## config.mk

```make
export PLATFORM = sky130hd
export DESIGN_NAME = multilevel_feedback_queue_scheduler
export DESIGN_NICKNAME = d
export VERILOG_FILES = /design/src/rtl/core/mfqs_pkg.sv /design/src/rtl/core/multilevel_feedback_queue_scheduler.sv /design/src/rtl/core/mfqs_ram.sv /design/src/rtl/core/mfqs_ctrl.sv /design/src/rtl/core/mfqs_datapath.sv
export SDC_FILE = /design/constraint.sdc
export NUM_CORES = 1
export LEC_CHECK = 0
export BUFFER_PORTS_ARGS = -buffer_cell sky130_fd_sc_hd__buf_2
export CORE_MARGIN = 2
export CORE_UTILIZATION = 35
export DETAILED_ROUTE_END_ITERATION = 8
export GPL_TIMING_DRIVEN = 0
export PLACE_DENSITY = 0.58
export SLEW_MARGIN = 20
export SYNTH_ARGS = -nofsm -noshare
export SYNTH_HDL_FRONTEND = slang
export SYNTH_SLANG_ARGS = --single-unit
```

## constraint.sdc

```tcl
create_clock -name clk -period 4.69 [get_ports clk]
set_clock_uncertainty 0.2 [all_clocks]
set_input_delay 0.469 -clock clk [delete_from_list [all_inputs] [get_ports clk]]
set_output_delay 0.469 -clock clk [all_outputs]
set_load 0.01 [all_outputs]
```

## src/rtl/core/mfqs_pkg.sv

```systemverilog
package mfqs_pkg;

  localparam int DEF_LEVELS   = 3;
  localparam int DEF_MAX_JOBS = 16;
  localparam int JOB_W        = 4;
  localparam int LVL_W        = 2;
  localparam int STAT_W       = 3;
  localparam int CNT_W        = 16;
  localparam logic [CNT_W-1:0] BOOST_RESET = 16'd5000;
  localparam logic [2:0] REG_BOOST_PERIOD = 3'd0;

  typedef enum logic [2:0] {
    MODE_FORK     = 3'd0,
    MODE_DISPATCH = 3'd1,
    MODE_DEMOTE   = 3'd2,
    MODE_COMPLETE = 3'd3,
    MODE_BOOST    = 3'd4,
    MODE_TICK     = 3'd5
  } mode_t;

  typedef enum logic [2:0] {
    ST_OK      = 3'd0,
    ST_EMPTY   = 3'd1,
    ST_NO_IDS  = 3'd2,
    ST_BAD_JOB = 3'd3,
    ST_FULL    = 3'd4
  } status_t;

  typedef enum logic [3:0] {
    CMD_NONE,
    CMD_LOAD,
    CMD_EXEC,
    CMD_DISP_RES,
    CMD_JOB_RES,
    CMD_BSCAN,
    CMD_BID,
    CMD_BCHK,
    CMD_BEND,
    CMD_FIN
  } cmd_t;

  typedef struct packed {
    logic [2:0] mode;
    logic       disp_any;
    logic       job_ok;
    logic       tick_fire;
    logic       scan_end;
    logic       scan_more;
    logic       out_free;
  } dp_status_t;

endpackage

```

## src/rtl/core/multilevel_feedback_queue_scheduler.sv

```systemverilog
// multilevel feedback queue scheduler
// in channel: one transaction per command, in_tuser carries the mode, in_tdata the job id
// out channel: exactly one result transaction per command, in command order
// cfg port: apb-style, register 0 at byte address 0 is the boost period (reset 5000)
// a command is taken only while the sequencer is idle; it then runs to completion
// fork, empty dispatch, invalid demote or complete, unused modes and ticks without a boost
//   go from the execute step straight to the final step; other dispatch, demote and
//   complete commands pass through a wait step for their memory read in between
// boost (direct or on tick expiry) walks every queued entry through the entry
//   memory and the job table, with a scan, id and check step per entry
// the next command can be accepted in the same cycle as the result is offered, but
//   not before the previous command has reached its final step
// each sequencer step makes at most one read of the entry memory and one of the
//   job table, each of which has a single read port
// reset clears all queues, the job live marks, the id allocator and the countdown; the
//   entry memory needs no clearing
// when out_tready is low the finished result waits in the output register; the
//   next command may already be accepted and is held at its final step until then
module multilevel_feedback_queue_scheduler import mfqs_pkg::*; #(
  parameter int LEVELS   = DEF_LEVELS,
  parameter int MAX_JOBS = DEF_MAX_JOBS
) (
  input  logic        clk,
  input  logic        rst_n,
  input  logic        in_tvalid,
  output logic        in_tready,
  input  logic [7:0]  in_tdata,   // [3:0] job_id, rest zero
  input  logic [2:0]  in_tuser,   // [2:0] mode
  output logic        out_tvalid,
  input  logic        out_tready,
  output logic [15:0] out_tdata,  // [3:0] result_job, [5:4] result_level, [8:6] status
  output logic [1:0]  out_tuser,  // [0] found, [1] boosted
  input  logic        cfg_psel,
  input  logic        cfg_penable,
  input  logic        cfg_pwrite,
  input  logic [2:0]  cfg_paddr,
  input  logic [31:0] cfg_pwdata,
  output logic [31:0] cfg_prdata,
  output logic        cfg_pready
);

  cmd_t       cmd;
  dp_status_t st;
  logic [CNT_W-1:0]  interval_r;
  logic [JOB_W-1:0]  o_job;
  logic [LVL_W-1:0]  o_level;
  logic              o_found, o_boosted;
  logic [STAT_W-1:0] o_status;

  assign cfg_pready = 1'b1;
  assign cfg_prdata = (cfg_paddr == REG_BOOST_PERIOD) ? {16'd0, interval_r} : 32'd0;

  always_ff @(posedge clk) begin
    if (!rst_n) begin
      interval_r <= BOOST_RESET;
    end else if (cfg_psel && cfg_penable && cfg_pwrite && cfg_paddr == REG_BOOST_PERIOD) begin
      interval_r <= cfg_pwdata[CNT_W-1:0];
    end
  end

  mfqs_ctrl u_ctrl (
    .clk(clk), .rst_n(rst_n), .in_tvalid(in_tvalid), .in_tready(in_tready),
    .st(st), .cmd(cmd)
  );

  mfqs_datapath #(.LEVELS(LEVELS), .MAX_JOBS(MAX_JOBS)) u_dp (
    .clk(clk), .rst_n(rst_n), .cmd(cmd), .st(st),
    .in_mode(in_tuser), .in_job_id(in_tdata[3:0]), .interval(interval_r),
    .out_ready(out_tready), .out_valid(out_tvalid),
    .out_job(o_job), .out_level(o_level), .out_found(o_found),
    .out_boosted(o_boosted), .out_status(o_status)
  );

  assign out_tdata = {7'd0, o_status, o_level, o_job};
  assign out_tuser = {o_boosted, o_found};

endmodule

```

## src/rtl/core/mfqs_ram.sv

```systemverilog
module mfqs_ram #(
  parameter int WIDTH = 4,
  parameter int DEPTH = 16
) (
  input  logic                     clk,
  input  logic                     we,
  input  logic [$clog2(DEPTH)-1:0] waddr,
  input  logic [WIDTH-1:0]         wdata,
  input  logic [$clog2(DEPTH)-1:0] raddr,
  output logic [WIDTH-1:0]         rdata
);

  logic [WIDTH-1:0] mem [DEPTH];

  always_ff @(posedge clk) begin
    if (we) begin
      mem[waddr] <= wdata;
    end
    rdata <= mem[raddr];
  end

endmodule

```

## src/rtl/core/mfqs_ctrl.sv

```systemverilog
module mfqs_ctrl import mfqs_pkg::*; (
  input  logic       clk,
  input  logic       rst_n,
  input  logic       in_tvalid,
  output logic       in_tready,
  input  dp_status_t st,
  output cmd_t       cmd
);

  typedef enum logic [3:0] {
    S_IDLE, S_EXEC, S_DWAIT, S_JWAIT, S_BSCAN, S_BID, S_BCHK, S_BEND, S_FIN
  } state_t;

  state_t state_r, state_nxt;

  assign in_tready = (state_r == S_IDLE);

  always_comb begin
    state_nxt = state_r;
    cmd       = CMD_NONE;
    unique case (state_r)
      S_IDLE: begin
        if (in_tvalid) begin
          cmd       = CMD_LOAD;
          state_nxt = S_EXEC;
        end
      end
      S_EXEC: begin
        cmd       = CMD_EXEC;
        state_nxt = S_FIN;
        priority if (st.mode == MODE_DISPATCH && st.disp_any) begin
          state_nxt = S_DWAIT;
        end else if ((st.mode == MODE_DEMOTE || st.mode == MODE_COMPLETE) && st.job_ok) begin
          state_nxt = S_JWAIT;
        end else if (st.mode == MODE_BOOST || (st.mode == MODE_TICK && st.tick_fire)) begin
          state_nxt = S_BSCAN;
        end else begin
          state_nxt = S_FIN;
        end
      end
      S_DWAIT: begin
        cmd       = CMD_DISP_RES;
        state_nxt = S_FIN;
      end
      S_JWAIT: begin
        cmd       = CMD_JOB_RES;
        state_nxt = S_FIN;
      end
      S_BSCAN: begin
        cmd = CMD_BSCAN;
        priority if (st.scan_end) begin
          state_nxt = S_BEND;
        end else if (st.scan_more) begin
          state_nxt = S_BID;
        end else begin
          state_nxt = S_BSCAN;
        end
      end
      S_BID: begin
        cmd       = CMD_BID;
        state_nxt = S_BCHK;
      end
      S_BCHK: begin
        cmd       = CMD_BCHK;
        state_nxt = S_BSCAN;
      end
      S_BEND: begin
        cmd       = CMD_BEND;
        state_nxt = S_FIN;
      end
      S_FIN: begin
        if (st.out_free) begin
          cmd       = CMD_FIN;
          state_nxt = S_IDLE;
        end
      end
      default: state_nxt = S_IDLE;
    endcase
  end

  always_ff @(posedge clk) begin
    if (!rst_n) begin
      state_r <= S_IDLE;
    end else begin
      state_r <= state_nxt;
    end
  end

endmodule

```

## src/rtl/core/mfqs_datapath.sv

```systemverilog
module mfqs_datapath import mfqs_pkg::*; #(
  parameter int LEVELS   = DEF_LEVELS,
  parameter int MAX_JOBS = DEF_MAX_JOBS
) (
  input  logic              clk,
  input  logic              rst_n,
  input  cmd_t              cmd,
  output dp_status_t        st,
  input  logic [2:0]        in_mode,
  input  logic [JOB_W-1:0]  in_job_id,
  input  logic [CNT_W-1:0]  interval,
  input  logic              out_ready,
  output logic              out_valid,
  output logic [JOB_W-1:0]  out_job,
  output logic [LVL_W-1:0]  out_level,
  output logic              out_found,
  output logic              out_boosted,
  output logic [STAT_W-1:0] out_status
);

  localparam int IDW = $clog2(MAX_JOBS);
  localparam int CW  = $clog2(MAX_JOBS + 1);
  localparam int LW  = $clog2(LEVELS);
  localparam int SD  = LEVELS * MAX_JOBS;
  localparam int SAW = $clog2(SD);
  localparam int JDW = LW + 1;

  logic [IDW-1:0]   head_r [LEVELS];
  logic [CW-1:0]    cnt_r  [LEVELS];
  logic [MAX_JOBS-1:0] live_r;
  logic [CW-1:0]    next_id_r;
  logic [CNT_W-1:0] countdown_r;
  logic [2:0]       mode_r;
  logic [JOB_W-1:0] jid_r;
  logic [LW:0]      lv_r;
  logic [CW-1:0]    k_r;
  logic [CW-1:0]    n_r;
  logic             over_r;
  logic [IDW-1:0]   id_r;

  logic [JOB_W-1:0]  res_job_r;
  logic [LVL_W-1:0]  res_level_r;
  logic              res_found_r;
  logic              res_boosted_r;
  logic [STAT_W-1:0] res_status_r;
  logic              out_valid_r;

  logic           s_we;
  logic [SAW-1:0] s_waddr, s_raddr;
  logic [IDW-1:0] s_wdata, s_rdata;
  logic           j_we;
  logic [IDW-1:0] j_waddr, j_raddr;
  logic [JDW-1:0] j_wdata, j_rdata;

  logic           disp_any;
  logic [LW-1:0]  disp_lv;
  logic [IDW-1:0] jid_idx;
  logic           job_ok;
  logic [LW-1:0]  cur_lv, new_lv, scan_lv;
  logic           scan_end, scan_more;

  function automatic logic [IDW-1:0] wrap_pos(input logic [IDW-1:0] h, input logic [CW-1:0] c);
    logic [CW:0] s;
    s = (CW+1)'(h) + (CW+1)'(c);
    if (s >= (CW+1)'(MAX_JOBS)) begin
      s = s - (CW+1)'(MAX_JOBS);
    end
    return IDW'(s);
  endfunction

  function automatic logic [SAW-1:0] saddr(input logic [LW-1:0] lv, input logic [IDW-1:0] pos);
    return SAW'(lv * MAX_JOBS) + SAW'(pos);
  endfunction

  mfqs_ram #(.WIDTH(IDW), .DEPTH(SD)) u_store (
    .clk(clk), .we(s_we), .waddr(s_waddr), .wdata(s_wdata),
    .raddr(s_raddr), .rdata(s_rdata)
  );

  // per job: done mark above the level
  mfqs_ram #(.WIDTH(JDW), .DEPTH(MAX_JOBS)) u_jobs (
    .clk(clk), .we(j_we), .waddr(j_waddr), .wdata(j_wdata),
    .raddr(j_raddr), .rdata(j_rdata)
  );

  always_comb begin
    disp_any = 1'b0;
    disp_lv  = '0;
    for (int i = LEVELS - 1; i >= 0; i--) begin
      if (cnt_r[i] != '0) begin
        disp_any = 1'b1;
        disp_lv  = LW'(i);
      end
    end
  end

  assign jid_idx   = IDW'(jid_r);
  assign job_ok    = (9'(jid_r) < 9'(MAX_JOBS)) && live_r[jid_idx];
  assign cur_lv    = j_rdata[LW-1:0];
  assign new_lv    = ((JDW)'(cur_lv) + JDW'(1) < JDW'(LEVELS)) ? cur_lv + LW'(1) : cur_lv;
  assign scan_end  = (lv_r >= (LW+1)'(LEVELS));
  assign scan_lv   = LW'(lv_r);
  assign scan_more = !scan_end && (k_r < cnt_r[scan_lv]);

  assign st.mode      = mode_r;
  assign st.disp_any  = disp_any;
  assign st.job_ok    = job_ok;
  assign st.tick_fire = (countdown_r <= CNT_W'(1));
  assign st.scan_end  = scan_end;
  assign st.scan_more = scan_more;
  assign st.out_free  = !out_valid_r || out_ready;

  // memory ports
  always_comb begin
    s_we    = 1'b0;
    s_waddr = '0;
    s_wdata = '0;
    s_raddr = '0;
    j_we    = 1'b0;
    j_waddr = '0;
    j_wdata = '0;
    j_raddr = '0;
    unique case (cmd)
      CMD_EXEC: begin
        unique case (mode_r)
          MODE_FORK: begin
            if (next_id_r < CW'(MAX_JOBS) && cnt_r[0] < CW'(MAX_JOBS)) begin
              s_we    = 1'b1;
              s_waddr = saddr('0, wrap_pos(head_r[0], cnt_r[0]));
              s_wdata = IDW'(next_id_r);
              j_we    = 1'b1;
              j_waddr = IDW'(next_id_r);
              j_wdata = '0;
            end
          end
          MODE_DISPATCH: s_raddr = saddr(disp_lv, head_r[disp_lv]);
          MODE_DEMOTE, MODE_COMPLETE: j_raddr = jid_idx;
          default: ;
        endcase
      end
      CMD_JOB_RES: begin
        if (mode_r == MODE_COMPLETE) begin
          j_we    = 1'b1;
          j_waddr = id_r;
          j_wdata = {1'b1, cur_lv};
        end else if (cnt_r[new_lv] < CW'(MAX_JOBS)) begin
          s_we    = 1'b1;
          s_waddr = saddr(new_lv, wrap_pos(head_r[new_lv], cnt_r[new_lv]));
          s_wdata = id_r;
          j_we    = 1'b1;
          j_waddr = id_r;
          j_wdata = {j_rdata[LW], new_lv};
        end
      end
      CMD_BSCAN: begin
        if (scan_more) begin
          s_raddr = saddr(scan_lv, wrap_pos(head_r[scan_lv], k_r));
        end
      end
      CMD_BID: j_raddr = s_rdata;
      CMD_BCHK: begin
        // survivors refill level 0 behind its head, over slots already read or free
        if (live_r[id_r] && !j_rdata[LW] && n_r < CW'(MAX_JOBS)) begin
          s_we    = 1'b1;
          s_waddr = saddr('0, wrap_pos(head_r[0], n_r));
          s_wdata = id_r;
          j_we    = 1'b1;
          j_waddr = id_r;
          j_wdata = '0;
        end
      end
      default: ;
    endcase
  end

  always_ff @(posedge clk) begin
    if (!rst_n) begin
      for (int i = 0; i < LEVELS; i++) begin
        head_r[i] <= '0;
        cnt_r[i]  <= '0;
      end
      live_r      <= '0;
      next_id_r   <= '0;
      countdown_r <= BOOST_RESET;
      out_valid_r <= 1'b0;
    end else begin
      if (out_valid_r && out_ready) begin
        out_valid_r <= 1'b0;
      end
      unique case (cmd)
        CMD_LOAD: begin
          mode_r <= in_mode;
          jid_r  <= in_job_id;
        end
        CMD_EXEC: begin
          res_job_r     <= '0;
          res_level_r   <= '0;
          res_found_r   <= 1'b0;
          res_boosted_r <= 1'b0;
          res_status_r  <= ST_OK;
          lv_r          <= '0;
          k_r           <= '0;
          n_r           <= '0;
          over_r        <= 1'b0;
          unique case (mode_r)
            MODE_FORK: begin
              priority if (next_id_r >= CW'(MAX_JOBS)) begin
                res_status_r <= ST_NO_IDS;
              end else if (cnt_r[0] >= CW'(MAX_JOBS)) begin
                res_status_r <= ST_FULL;
              end else begin
                cnt_r[0]                 <= cnt_r[0] + CW'(1);
                live_r[IDW'(next_id_r)]  <= 1'b1;
                res_job_r                <= JOB_W'(next_id_r);
                res_found_r              <= 1'b1;
                next_id_r                <= next_id_r + CW'(1);
              end
            end
            MODE_DISPATCH: begin
              if (!disp_any) begin
                res_status_r <= ST_EMPTY;
              end else begin
                head_r[disp_lv] <= wrap_pos(head_r[disp_lv], CW'(1));
                cnt_r[disp_lv]  <= cnt_r[disp_lv] - CW'(1);
                res_level_r     <= LVL_W'(disp_lv);
                res_found_r     <= 1'b1;
              end
            end
            MODE_DEMOTE, MODE_COMPLETE: begin
              if (!job_ok) begin
                res_status_r <= ST_BAD_JOB;
              end
              id_r <= jid_idx;
            end
            MODE_TICK: begin
              if (countdown_r <= CNT_W'(1)) begin
                countdown_r <= (interval == '0) ? CNT_W'(1) : interval;
              end else begin
                countdown_r <= countdown_r - CNT_W'(1);
              end
            end
            default: ;
          endcase
        end
        CMD_DISP_RES: res_job_r <= JOB_W'(s_rdata);
        CMD_JOB_RES: begin
          if (mode_r == MODE_COMPLETE) begin
            res_job_r   <= JOB_W'(id_r);
            res_level_r <= LVL_W'(cur_lv);
            res_found_r <= 1'b1;
          end else if (cnt_r[new_lv] >= CW'(MAX_JOBS)) begin
            res_status_r <= ST_FULL;
          end else begin
            cnt_r[new_lv] <= cnt_r[new_lv] + CW'(1);
            res_job_r     <= JOB_W'(id_r);
            res_level_r   <= LVL_W'(new_lv);
            res_found_r   <= 1'b1;
          end
        end
        CMD_BSCAN: begin
          if (scan_more) begin
            k_r <= k_r + CW'(1);
          end else if (!scan_end) begin
            lv_r <= lv_r + (LW+1)'(1);
            k_r  <= '0;
          end
        end
        CMD_BID: id_r <= s_rdata;
        CMD_BCHK: begin
          if (live_r[id_r] && !j_rdata[LW]) begin
            if (n_r < CW'(MAX_JOBS)) begin
              n_r <= n_r + CW'(1);
            end else begin
              over_r <= 1'b1;
            end
          end
        end
        CMD_BEND: begin
          for (int i = 1; i < LEVELS; i++) begin
            cnt_r[i] <= '0;
          end
          cnt_r[0]      <= n_r;
          res_boosted_r <= (n_r != '0);
          res_status_r  <= over_r ? ST_FULL : ST_OK;
        end
        CMD_FIN: begin
          out_job     <= res_job_r;
          out_level   <= res_level_r;
          out_found   <= res_found_r;
          out_boosted <= res_boosted_r;
          out_status  <= res_status_r;
          out_valid_r <= 1'b1;
        end
        default: ;
      endcase
    end
  end

  assign out_valid = out_valid_r;

endmodule

```

==> flow_metrics.env <==
export IMPL_synth_cell_types=81
export IMPL_path_depth=12
export IMPL_cts_buffers=44
export IMPL_rsz0062_at_grt="yes"
export IMPL_synthMuxAreaShare=0.07324
export IMPL_final_nets=1854
export IMPL_routed_wl_mm=53.36
export IMPL_core_mm2=0.05360
export IMPL_maxSlewHeadroom=0.3161
export IMPL_grt_pass1_vias=13340
export IMPL_yosysMostFrequentCell="edfxtp_1"
export IMPL_clock_path_buffers=3
export IMPL_clk_latency_ns=0.59
export IMPL_synth_edf_count=323
export IMPL_cts_root_buf="clkbuf_16"
export IMPL_yosysTopAreaCell="edfxtp_1"
export IMPL_nFillCells=5039
export IMPL_io_pins=106
export IMPL_tns_ns=0
export IMPL_critPathMaxFanout=10
export IMPL_ctsHtreeMaxLevel=2
export IMPL_die_area_mm2=0.05586
export IMPL_die_w_um=236.4
export IMPL_ys_flop_type="edfxtp_1"
export IMPL_synthCells=1601
export IMPL_crit_chain="inv_1 -> ha_2 -> buf_2 -> mux4_2 -> ha_1 -> fa_1 -> xor2_1 -> a22oi_1 -> o21ai_0 -> and2_1 -> nand2_1 -> nor2_1"
export IMPL_synth_simple_area_share=0.1496
export IMPL_pwr_density_cell_mw_per_mm2=344.0
export IMPL_place_area_mm2=0.02033
export IMPL_async_flop_share=0
export IMPL_power_leakage_nw=7.489
export IMPL_whs_ns=0.2189
export IMPL_cp_end_kind="register"
export IMPL_syn_area_mm2=0.01890
export IMPL_synth_area_top_cells="edfxtp_1 (51%), dfxtp_1 (7.1%), mux4_2 (4.5%)"
export IMPL_fp_dieH_um=236.4
export IMPL_critPathMaxStageDelay_ns=0.56
export IMPL_design_area_mm2=0.02224
export IMPL_layout_drive_gt1_share=0.1790
export IMPL_crit_arrival_ns=4.71
export IMPL_final_max_slew_violation_count=0
export IMPL_antenna_left=0
export IMPL_finalHoldViolations=0
export IMPL_gp_congestion=0.9112
export IMPL_fmax_ghz=0.2149
export IMPL_post_route_min_period_ns=4.653
export IMPL_clk_pin_slew_ns=0.06
export IMPL_yosys_top_cells_count="edfxtp_1 (323), nand2_1 (221), nor2_1 (154)"
export IMPL_synth_avg_cell_area_um2=11.80
export IMPL_row_count=85
export IMPL_multi_input_area_mm2=0.007421
export IMPL_vias=13670
export IMPL_firstDrtPassIters=5
export IMPL_final_util=0.4149
export IMPL_status="completed"
export IMPL_diodes=0
export IMPL_critPathLaunchType="register"
export IMPL_grt_max_degree=34
export IMPL_finalPower_mw=7.652
export IMPL_io_buffers=60
export IMPL_grt_usage=0.1885
export IMPL_final_cells=2495
export IMPL_viasPerCell=5.479
export IMPL_synth_top_family_by_area="simple AND/OR/NAND/NOR gates"
export IMPL_drc=0
export IMPL_post_dp_hpwl_mm=37.95
export IMPL_syn2layout_area_growth_pct=17.70
export IMPL_required_ns=4.74
export IMPL_seq_area_mm2=0.01104
export IMPL_path_buf_inv=2
export IMPL_ff2ff_path_depth=12
export IMPL_synth_seq_area_share=0.5843
export IMPL_place_inst=2389
export IMPL_yosys_warnings=0
export IMPL_overflow=0
export IMPL_clkSinkCount=390
export IMPL_post_drt_wl_per_cell_um=21.38
export IMPL_worstMarginPinSlew_ns=1.000
export IMPL_synth_compound_area_frac=0.1107
export IMPL_drt_iter0_drc=1369
export IMPL_crit_family="simple AND/OR/NAND/NOR gates"
export IMPL_synth_top_area_frac=0.5133
export IMPL_setup_ws_ns=0.03665
export IMPL_period_share=0.9922
export IMPL_synth_xor_area_frac=0.01576
export IMPL_dp_slack_ns=-1.158
export IMPL_start_util=0.3525
export IMPL_worstHoldPathCells=0
export IMPL_hp_class="register to register"
export IMPL_grt_pass1_wl_mm=81.07
export IMPL_synthAdderAreaFrac=0.02609
export IMPL_antenna_found_initial=0
export IMPL_ys_ff_latch=390
export IMPL_cts_tree="done"
export IMPL_finalSetupViolCount=0
export IMPL_cap_violations=0
export IMPL_critical_path_class="register to register"
export IMPL_slowest_stage="mux4_2"
export IMPL_vdd_drop_max_uv=221.1
layer usage:
metal / wire length [um] / vias up / GRT usage
met2: 24620 / 577 / 0.3015
met1: 23190 / 6752 / 0.2590
met4: 1634 / 0 / 0.06924
li1: - / 6241 / -
met3: 3909 / 99 / 0.02949
met5: 0 / - / 0
logic make-up after synthesis:
group / after synthesis
and+or+nand+nor: 602
DFF: 390
AOI/OAI and AO/OA: 299
buffers and inverters: 149
muxes: 88
adders and majority gates: 37
xor gates and xnor gates: 34
other: 2
cell usage in the layout, fill, tap and decap left out, types with 41 or more instances in the layout:
cell type / Yosys / final
nor2_1: 154 / 114
clkbuf_16: 0 / 46
inv_1: 41 / 41
nand3_1: 64 / 63
buf_2: 18 / 76
and2_1: 44 / 44
o21ai_0: 56 / 52
clkbuf_1: 50 / 48
edfxtp_1: 323 / 323
a21oi_1: 59 / 58
nand2_1: 221 / 215
dfxtp_1: 67 / 67
path summary, 6_finish.rpt:
check                  startpoint                 endpoint  slack (ns)
max          u_dp.u_jobs.rdata[1]  u_dp.u_store.mem[23][3]        0.04
min          u_dp.res_status_r[1]       u_dp.out_status[1]        0.22
max reg2reg  u_dp.u_jobs.rdata[1]  u_dp.u_store.mem[23][3]        0.04
min reg2reg  u_dp.res_status_r[1]       u_dp.out_status[1]        0.22
registers in the layout, summed over array words and instances, names as in the netlist, 16 cells and up, named ones only:
register and cells:
u_dp.cnt_r 20, u_dp.u_store.mem 192, u_dp.countdown_r 16, interval_r 16, u_dp.head_r 16, u_dp.u_jobs.mem 48
u_dp.live_r 16
power breakdown:
part	switching, mW	internal [mW]
Sequential	0.0392	3.75
Clock	1.49	1.93
Combinational	0.261	0.181
Total	1.79	5.86
layout make-up:
cell class / instances / area share
inverters: 41 / 0.006920
clock inverters: 29 / 0.01181
repair buffers: 95 / 0.03212
clock buffers: 52 / 0.05277
flip-flops and latches: 390 / 0.4964
plain buffers: 104 / 0.02712
multi-input cells: 1088 / 0.3337
well taps: 696 / 0.03916
timing repair:
item                                   in CTS  in global routing
buffers inserted                            2                  2
pin swaps                                   2                  1
hold buffers                               25                  0
resized for setup                          21                 52
cloned                                      0                  0
setup endpoints to repair                 196                189
endpoints found under the hold margin      26                  0
Note: power is estimated with default switching activity, not from simulation.
